--- src/rtl/core/epdc_pkg.sv ---
// Package with shared types, constants and tables for the date-time converter.
`timescale 1ns / 1ps
`default_nettype none

package epdc_pkg;

    // Overall latency from an accepted request to its result strobe.
    localparam int EPDC_LAT = 17;

    // Constant divider: reciprocal multiply, quotient, remainder, correction.
    localparam int DIV_STAGES = 4;
    localparam logic [19:0] DIV_DAY = 20'd86400;
    localparam logic [19:0] DIV_BCD = 20'd1000000;

    // Truncated reciprocals floor(2^47 / D); the quotient they give is at most one short.
    localparam logic [30:0] REC_DAY = 31'((64'd1 << 47) / 64'd86400);
    localparam logic [30:0] REC_BCD = 31'((64'd1 << 47) / 64'd1000000);

    // Reciprocals for exact division by constants: floor(2^K / D) + 1.
    localparam logic [17:0] MUL_3600   = 18'((64'd1 << 29) / 64'd3600 + 64'd1);
    localparam logic [17:0] MUL_60     = 18'((64'd1 << 23) / 64'd60 + 64'd1);
    localparam logic [31:0] MUL_ERA    = 32'((64'd1 << 49) / 64'd146097 + 64'd1);
    localparam logic [18:0] MUL_1460   = 19'((64'd1 << 29) / 64'd1460 + 64'd1);
    localparam logic [18:0] MUL_36524  = 19'((64'd1 << 34) / 64'd36524 + 64'd1);
    localparam logic [18:0] MUL_365    = 19'((64'd1 << 27) / 64'd365 + 64'd1);
    localparam logic [9:0]  MUL_100_9  = 10'((64'd1 << 16) / 64'd100 + 64'd1);
    localparam logic [11:0] MUL_153    = 12'((64'd1 << 19) / 64'd153 + 64'd1);
    localparam logic [11:0] MUL_5      = 12'((64'd1 << 14) / 64'd5 + 64'd1);
    localparam logic [20:0] MUL_100_20 = 21'((64'd1 << 27) / 64'd100 + 64'd1);
    localparam logic [20:0] MUL_1E4_20 = 21'((64'd1 << 34) / 64'd10000 + 64'd1);
    localparam logic [28:0] MUL_100_28 = 29'((64'd1 << 35) / 64'd100 + 64'd1);
    localparam logic [21:0] MUL_100_21 = 22'((64'd1 << 28) / 64'd100 + 64'd1);

    typedef enum logic [2:0] {
        ERR_NONE,
        ERR_SEC,
        ERR_MIN,
        ERR_HOUR,
        ERR_DAY,
        ERR_MON,
        ERR_YEAR
    } epdc_err_t;

    typedef struct packed {
        logic func;
        logic zero;
    } epdc_tag_t;

    typedef struct packed {
        logic [4:0] hr;
        logic [5:0] mn;
        logic [5:0] sc;
    } epdc_hms_t;

    typedef struct packed {
        logic [46:0] res;
        epdc_err_t   err;
    } epdc_res_t;

    // Days before the start of a month, counting from March.
    function automatic logic [8:0] epdc_mp_days(input logic [3:0] mp);
        logic [8:0] d;
        case (mp)
            4'd0:    d = 9'd0;
            4'd1:    d = 9'd31;
            4'd2:    d = 9'd61;
            4'd3:    d = 9'd92;
            4'd4:    d = 9'd122;
            4'd5:    d = 9'd153;
            4'd6:    d = 9'd184;
            4'd7:    d = 9'd214;
            4'd8:    d = 9'd245;
            4'd9:    d = 9'd275;
            4'd10:   d = 9'd306;
            4'd11:   d = 9'd337;
            default: d = 9'd0;
        endcase
        return d;
    endfunction

endpackage

`default_nettype wire

--- src/rtl/core/epdc_div.sv ---
// Four-stage divider by 86400 or 1000000 using a reciprocal multiply and one correction.
`timescale 1ns / 1ps
`default_nettype none

module epdc_div
(
    input  wire                    clk,
    input  wire                    rst_n,
    input  wire                    in_vld,
    input  wire epdc_pkg::epdc_tag_t in_tag,
    input  wire [46:0]             in_value,
    output logic                   out_vld,
    output epdc_pkg::epdc_tag_t    out_tag,
    output logic [31:0]            quot,
    output logic [19:0]            rem
);
    import epdc_pkg::*;

    logic [DIV_STAGES-1:0] vld_reg;

    epdc_tag_t   s1_tag_reg;
    logic [54:0] s1_lo_reg, s1_lo_next;
    logic [53:0] s1_hi_reg, s1_hi_next;
    logic [20:0] s1_x_reg;

    epdc_tag_t   s2_tag_reg;
    logic [30:0] s2_q_reg, s2_q_next;
    logic [20:0] s2_x_reg;

    epdc_tag_t   s3_tag_reg;
    logic [30:0] s3_q_reg;
    logic [20:0] s3_r_reg, s3_r_next;

    epdc_tag_t   s4_tag_reg;
    logic [31:0] s4_q_reg, s4_q_next;
    logic [19:0] s4_r_reg, s4_r_next;

    always_comb
    begin
        logic [30:0] rc;
        logic [77:0] sum;
        logic [19:0] dv3;
        logic [19:0] dv4;
        logic [50:0] qd;

        // The 47-bit dividend is multiplied in two halves to keep each product narrow.
        rc         = in_tag.func ? REC_BCD : REC_DAY;
        s1_lo_next = in_value[23:0] * rc;
        s1_hi_next = in_value[46:24] * rc;

        sum       = {s1_hi_reg, 24'd0} + {23'd0, s1_lo_reg};
        s2_q_next = sum[77:47];

        // The estimate is at most one short, so the remainder fits in 21 bits.
        dv3       = s2_tag_reg.func ? DIV_BCD : DIV_DAY;
        qd        = s2_q_reg * dv3;
        s3_r_next = s2_x_reg - qd[20:0];

        dv4 = s3_tag_reg.func ? DIV_BCD : DIV_DAY;
        if (s3_r_reg >= {1'b0, dv4})
        begin
            s4_q_next = {1'b0, s3_q_reg} + 32'd1;
            s4_r_next = 20'(s3_r_reg - {1'b0, dv4});
        end
        else
        begin
            s4_q_next = {1'b0, s3_q_reg};
            s4_r_next = s3_r_reg[19:0];
        end
    end

    always_ff @(posedge clk)
    begin
        s1_tag_reg <= in_tag;
        s1_lo_reg  <= s1_lo_next;
        s1_hi_reg  <= s1_hi_next;
        s1_x_reg   <= in_value[20:0];

        s2_tag_reg <= s1_tag_reg;
        s2_q_reg   <= s2_q_next;
        s2_x_reg   <= s1_x_reg;

        s3_tag_reg <= s2_tag_reg;
        s3_q_reg   <= s2_q_reg;
        s3_r_reg   <= s3_r_next;

        s4_tag_reg <= s3_tag_reg;
        s4_q_reg   <= s4_q_next;
        s4_r_reg   <= s4_r_next;
    end

    always_ff @(posedge clk or negedge rst_n)
    begin
        if (!rst_n)
        begin
            vld_reg <= '0;
        end
        else
        begin
            vld_reg <= {vld_reg[DIV_STAGES-2:0], in_vld};
        end
    end

    assign out_vld = vld_reg[DIV_STAGES-1];
    assign out_tag = s4_tag_reg;
    assign quot    = s4_q_reg;
    assign rem     = s4_r_reg;

endmodule

`default_nettype wire

--- config.mk ---
export PLATFORM = sky130hd
export DESIGN_NAME = epdc_div
export DESIGN_NICKNAME = d
export VERILOG_FILES = /design/src/rtl/core/epdc_pkg.sv /design/src/rtl/core/epdc_div.sv
export SDC_FILE = /design/constraint.sdc
export NUM_CORES = 2
export LEC_CHECK = 0
export CORE_MARGIN = 10
export CORE_UTILIZATION = 60
export CTS_BUF_LIST = sky130_fd_sc_hd__clkbuf_4 sky130_fd_sc_hd__clkbuf_8
export CTS_CLUSTER_SIZE = 40
export DETAILED_ROUTE_END_ITERATION = 10
export DONT_BUFFER_PORTS = 1
export GPL_TIMING_DRIVEN = 1
export PLACE_DENSITY = 0.76
export RECOVER_POWER = 25
export REMOVE_ABC_BUFFERS = 1
export SYNTH_ARGS = -nofsm -noshare
export SYNTH_HDL_FRONTEND = slang
export SYNTH_SLANG_ARGS = --single-unit
--- constraint.sdc ---
create_clock -name clk -period 7.4 [get_ports clk]
set_clock_uncertainty 0.2 [all_clocks]
set_input_delay 0 -clock clk [delete_from_list [all_inputs] [get_ports clk]]
set_output_delay 0 -clock clk [all_outputs]
set_load 0.01 [all_outputs]
==> impl_metrics.json <==
{
  "yosys.area_share.xor_xnor_pct": 3.89,
  "synth_simple_gate_area_share_pct": 6.99,
  "detail_route.first_pass.iterations": 5,
  "period_minus_slack_ps": 6920,
  "insertion_delay_ps": 660,
  "flip_flop_count_of_the_largest_register_all_copies_and_words_added": 54,
  "worst_slew_pin_slew_ps": 1050,
  "grt_setup_unrepaired": "false",
  "post_synth_main_area_contributors": "fa_1 36%, ha_1 23%, dfxtp_1 13%",
  "grt.total_usage_pct": 26.7,
  "floorplan.io_pins": 107,
  "grt_max_degree": 100,
  "multi_input_comb_area_mm2": 0.0324,
  "synth_area_leader": "fa_1",
  "cp_max_fo": 99,
  "critical_path.startpoint_type": "input pin",
  "drtAntennaViolNets": 0,
  "initial_core_util_pct": 60.5,
  "first_pass_grt_wire_length_um": 169000,
  "detail_route.wirelength_um": 107000,
  "post_synth_fa_ha_maj_area_fraction_pct": 59.1,
  "cts-buffers-inserted": 49,
  "setup_tns_ps": 0,
  "postSynth.asyncResetShare_pct": 1.46,
  "final.fill_count": 5722,
  "postSynthAreaPerCell_um2": 10.1,
  "critical_path_origin": "in_tag[1]",
  "seq_total_area_yosys_pct": 13.0,
  "globalRouteOverflowTotal": 0,
  "hold_viol": 0,
  "seqCellArea_mm2": 0.00551,
  "mappedNetlistArea_mm2": 0.0424,
  "post_cts_buffers": 0,
  "worst_slew_margin_relative_to_its_limit_pct": 29.8,
  "cts-root-buf": "clkbuf_8",
  "detail_route.drc_violations": 0,
  "timing.max_cap.violations": 0,
  "finish.net_count": 5929,
  "routabilityCongestion": 1.04,
  "clk_transition_reported_paths_ps": 60,
  "post_drt_wl_per_cell_um": 20.1,
  "design.core.area_mm2": 0.0700,
  "yosysUniqueCellTypes": 76,
  "rows": 97,
  "place.port_buffers": 0,
  "worst_ep_required_time_ps": 7730,
  "routed-via-count": 28400,
  "width_of_the_die_um": 286,
  "post-route-period-util_pct": 93.5,
  "run_status": "finished clean",
  "dieArea_mm2": 0.0816,
  "final_layout_size_suffix_gt1_share_pct": 4.11,
  "synth_compound_area_share_pct": 5.88,
  "worstReg2RegStart": "s2_tag_reg[1]$_DFF_P_",
  "setup_viol": 0,
  "mux_cell_area_share_after_synthesis_pct": 0.0709,
  "areaGrowthSynthToFinish_pct": 7.51,
  "slew_violations": 0,
  "drt_iter0_drc": 1895,
  "worst_hold_startpoint": "in_value[23]",
  "synth_top_family_by_area": "adder cells",
  "route.detailed.vias_per_inst": 5.35,
  "synthCells": 4189,
  "grt_antenna_before_repair": 7,
  "yosys.area.top_type_share_pct": 36.4,
  "detailedPlace.worstSlack_ps": 215,
  "timing.critical_path.to_type": "register",
  "htree_num_levels": 2,
  "synth_seq_cells": 274,
  "tritoncts": "yes",
  "synthesis_warning_total": 0,
  "cts.sink_count": 274,
  "post_synth_edffs": 0,
  "achievable-frequency_mhz": 145,
  "place.detailed.hpwl_um": 94000,
  "setup.worst_path.class": "input pin to register",
  "worst_hold_path_type": "input pin to register",
  "timing.critical_path.arrival_ps": 7250,
  "ys_dominant_reg_cell": "dfxtp_1",
  "die_height_um": 286,
  "postLayoutSetupSlackWorst_ps": 483,
  "cts_buffer_depth": 3,
  "vias_in_the_first_global_route": 30200
}
## cells in the mapped netlist, types with 42 or more instances
cell type  instances
a21o_1            61
nand2b_1          42
dfxtp_1          270
nor3_1            45
a21oi_1          103
xor2_1            73
nand2_1          113
o21ai_0           61
xnor2_1          115
fa_1             771
ha_1             767
clkbuf_1          42
inv_1           1198
nor2_1           118
## through the flow
stage,hold slack (ps),cell area (µm²),util (%),std cells
detailed placement,-495,43800,62.6,5171
finish,76.0,45500,65.0,5319
CTS,9.20,45500,65.0,5316
floorplan,-496,42400,-,4201
global placement,-495,43800,62.6,5171
global route,40.7,45500,65.0,5318
## kinds of logic (layout without fill, tap and decap cells)
group / Yosys count / in the layout
adders and majority gates: 1539 / 1539
buffers and inverters: 1245 / 1374
and+or+nand+nor: 572 / 572
AOI/OAI and AO/OA: 366 / 366
DFF: 274 / 274
xor gates and xnor gates: 188 / 188
muxes: 3 / 3
other: 2 / 63
## critical path, cell delays in order
cell            delay, ps
dlymetal6s4s_1        640
nor2b_1               220
buf_4                 210
or2_2                 310
ha_1                  340
fa_1                  650
fa_1                  470
fa_1                  540
fa_1                  490
inv_1                  50
fa_1                  470
inv_1                  40
ha_1                  360
a21o_1                220
a221o_1               370
a211o_1               300
a211oi_1              480
nor2_1                250
a21oi_1               250
o21ai_1               130
a211o_1               280
xor2_1                140
## path summary, 6_finish.rpt
kind / slack [ps] / endpoint / depth (start not counted)
setup / recovery: 480 / s1_hi_reg[51]$_DFF_P_ / 22
hold / removal: 80 / s1_lo_reg[54]$_DFF_P_ / 5
setup reg to reg: 1530 / s3_r_reg[20]$_DFF_P_ / 18
hold reg to reg: 100 / s2_tag_reg[1]$_DFF_P_ / 0
max in group asynchronous: 6300 / vld_reg[2]$_DFF_PN0_ / 3
min in group asynchronous: 530 / vld_reg[0]$_DFF_PN0_ / 3
## cell usage in the layout, fill, tap and decap left out, types with 10 or more instances in the layout
cell type,Yosys,routed
or2_2,38,38
buf_4,0,30
nand4_1,29,29
nand2_1,113,113
and2_1,35,35
o211ai_1,10,10
nand3_1,38,38
conb_1,2,61
dfxtp_1,270,270
ha_1,767,767
a21o_1,61,61
nor2b_1,36,36
fa_1,771,771
inv_1,1198,1198
o21bai_1,16,16
nor4_1,18,18
dlygate4sd3_1,0,56
a21oi_1,103,103
o21ai_0,61,61
nand2b_1,42,42
xor2_1,73,73
nor2_1,118,118
nor3_1,45,45
and3_1,19,19
clkbuf_8,0,56
xnor2_1,115,115
o21a_1,25,25
a211oi_1,12,12
## area by class of cell
cell class              instances  area share, %
multi-input cells            2729           71.2
flip-flops and latches        274           12.1
inverters                    1198           9.87
well taps                     940           2.58
clock buffers                  65           1.84
repair buffers                 87           1.75
clock inverters                24          0.692
diodes                          2         0.0110
## layer usage
metal | routed length [µm] | share of wire, % | track usage (%)
met1 | 46100 | 43 | 36.5
met2 | 48900 | 46 | 42.7
met3 | 8370 | 7.8 | 5.17
met4 | 3370 | 3.2 | 7.86
met5 | 37 | 0.035 | 0
## repair_timing
| item | in CTS | in global routing |
|---|---|---|
| endpoints found under the setup margin | 0 | 7 |
| hold buffers | 56 | 1 |
| endpoints found under the hold margin | 37 | 1 |
| resized for setup | 0 | 1 |
Power is left out: the tool's default activity adds up to more than one toggle a clock period on the data nets, which glitch-free logic cannot reach.
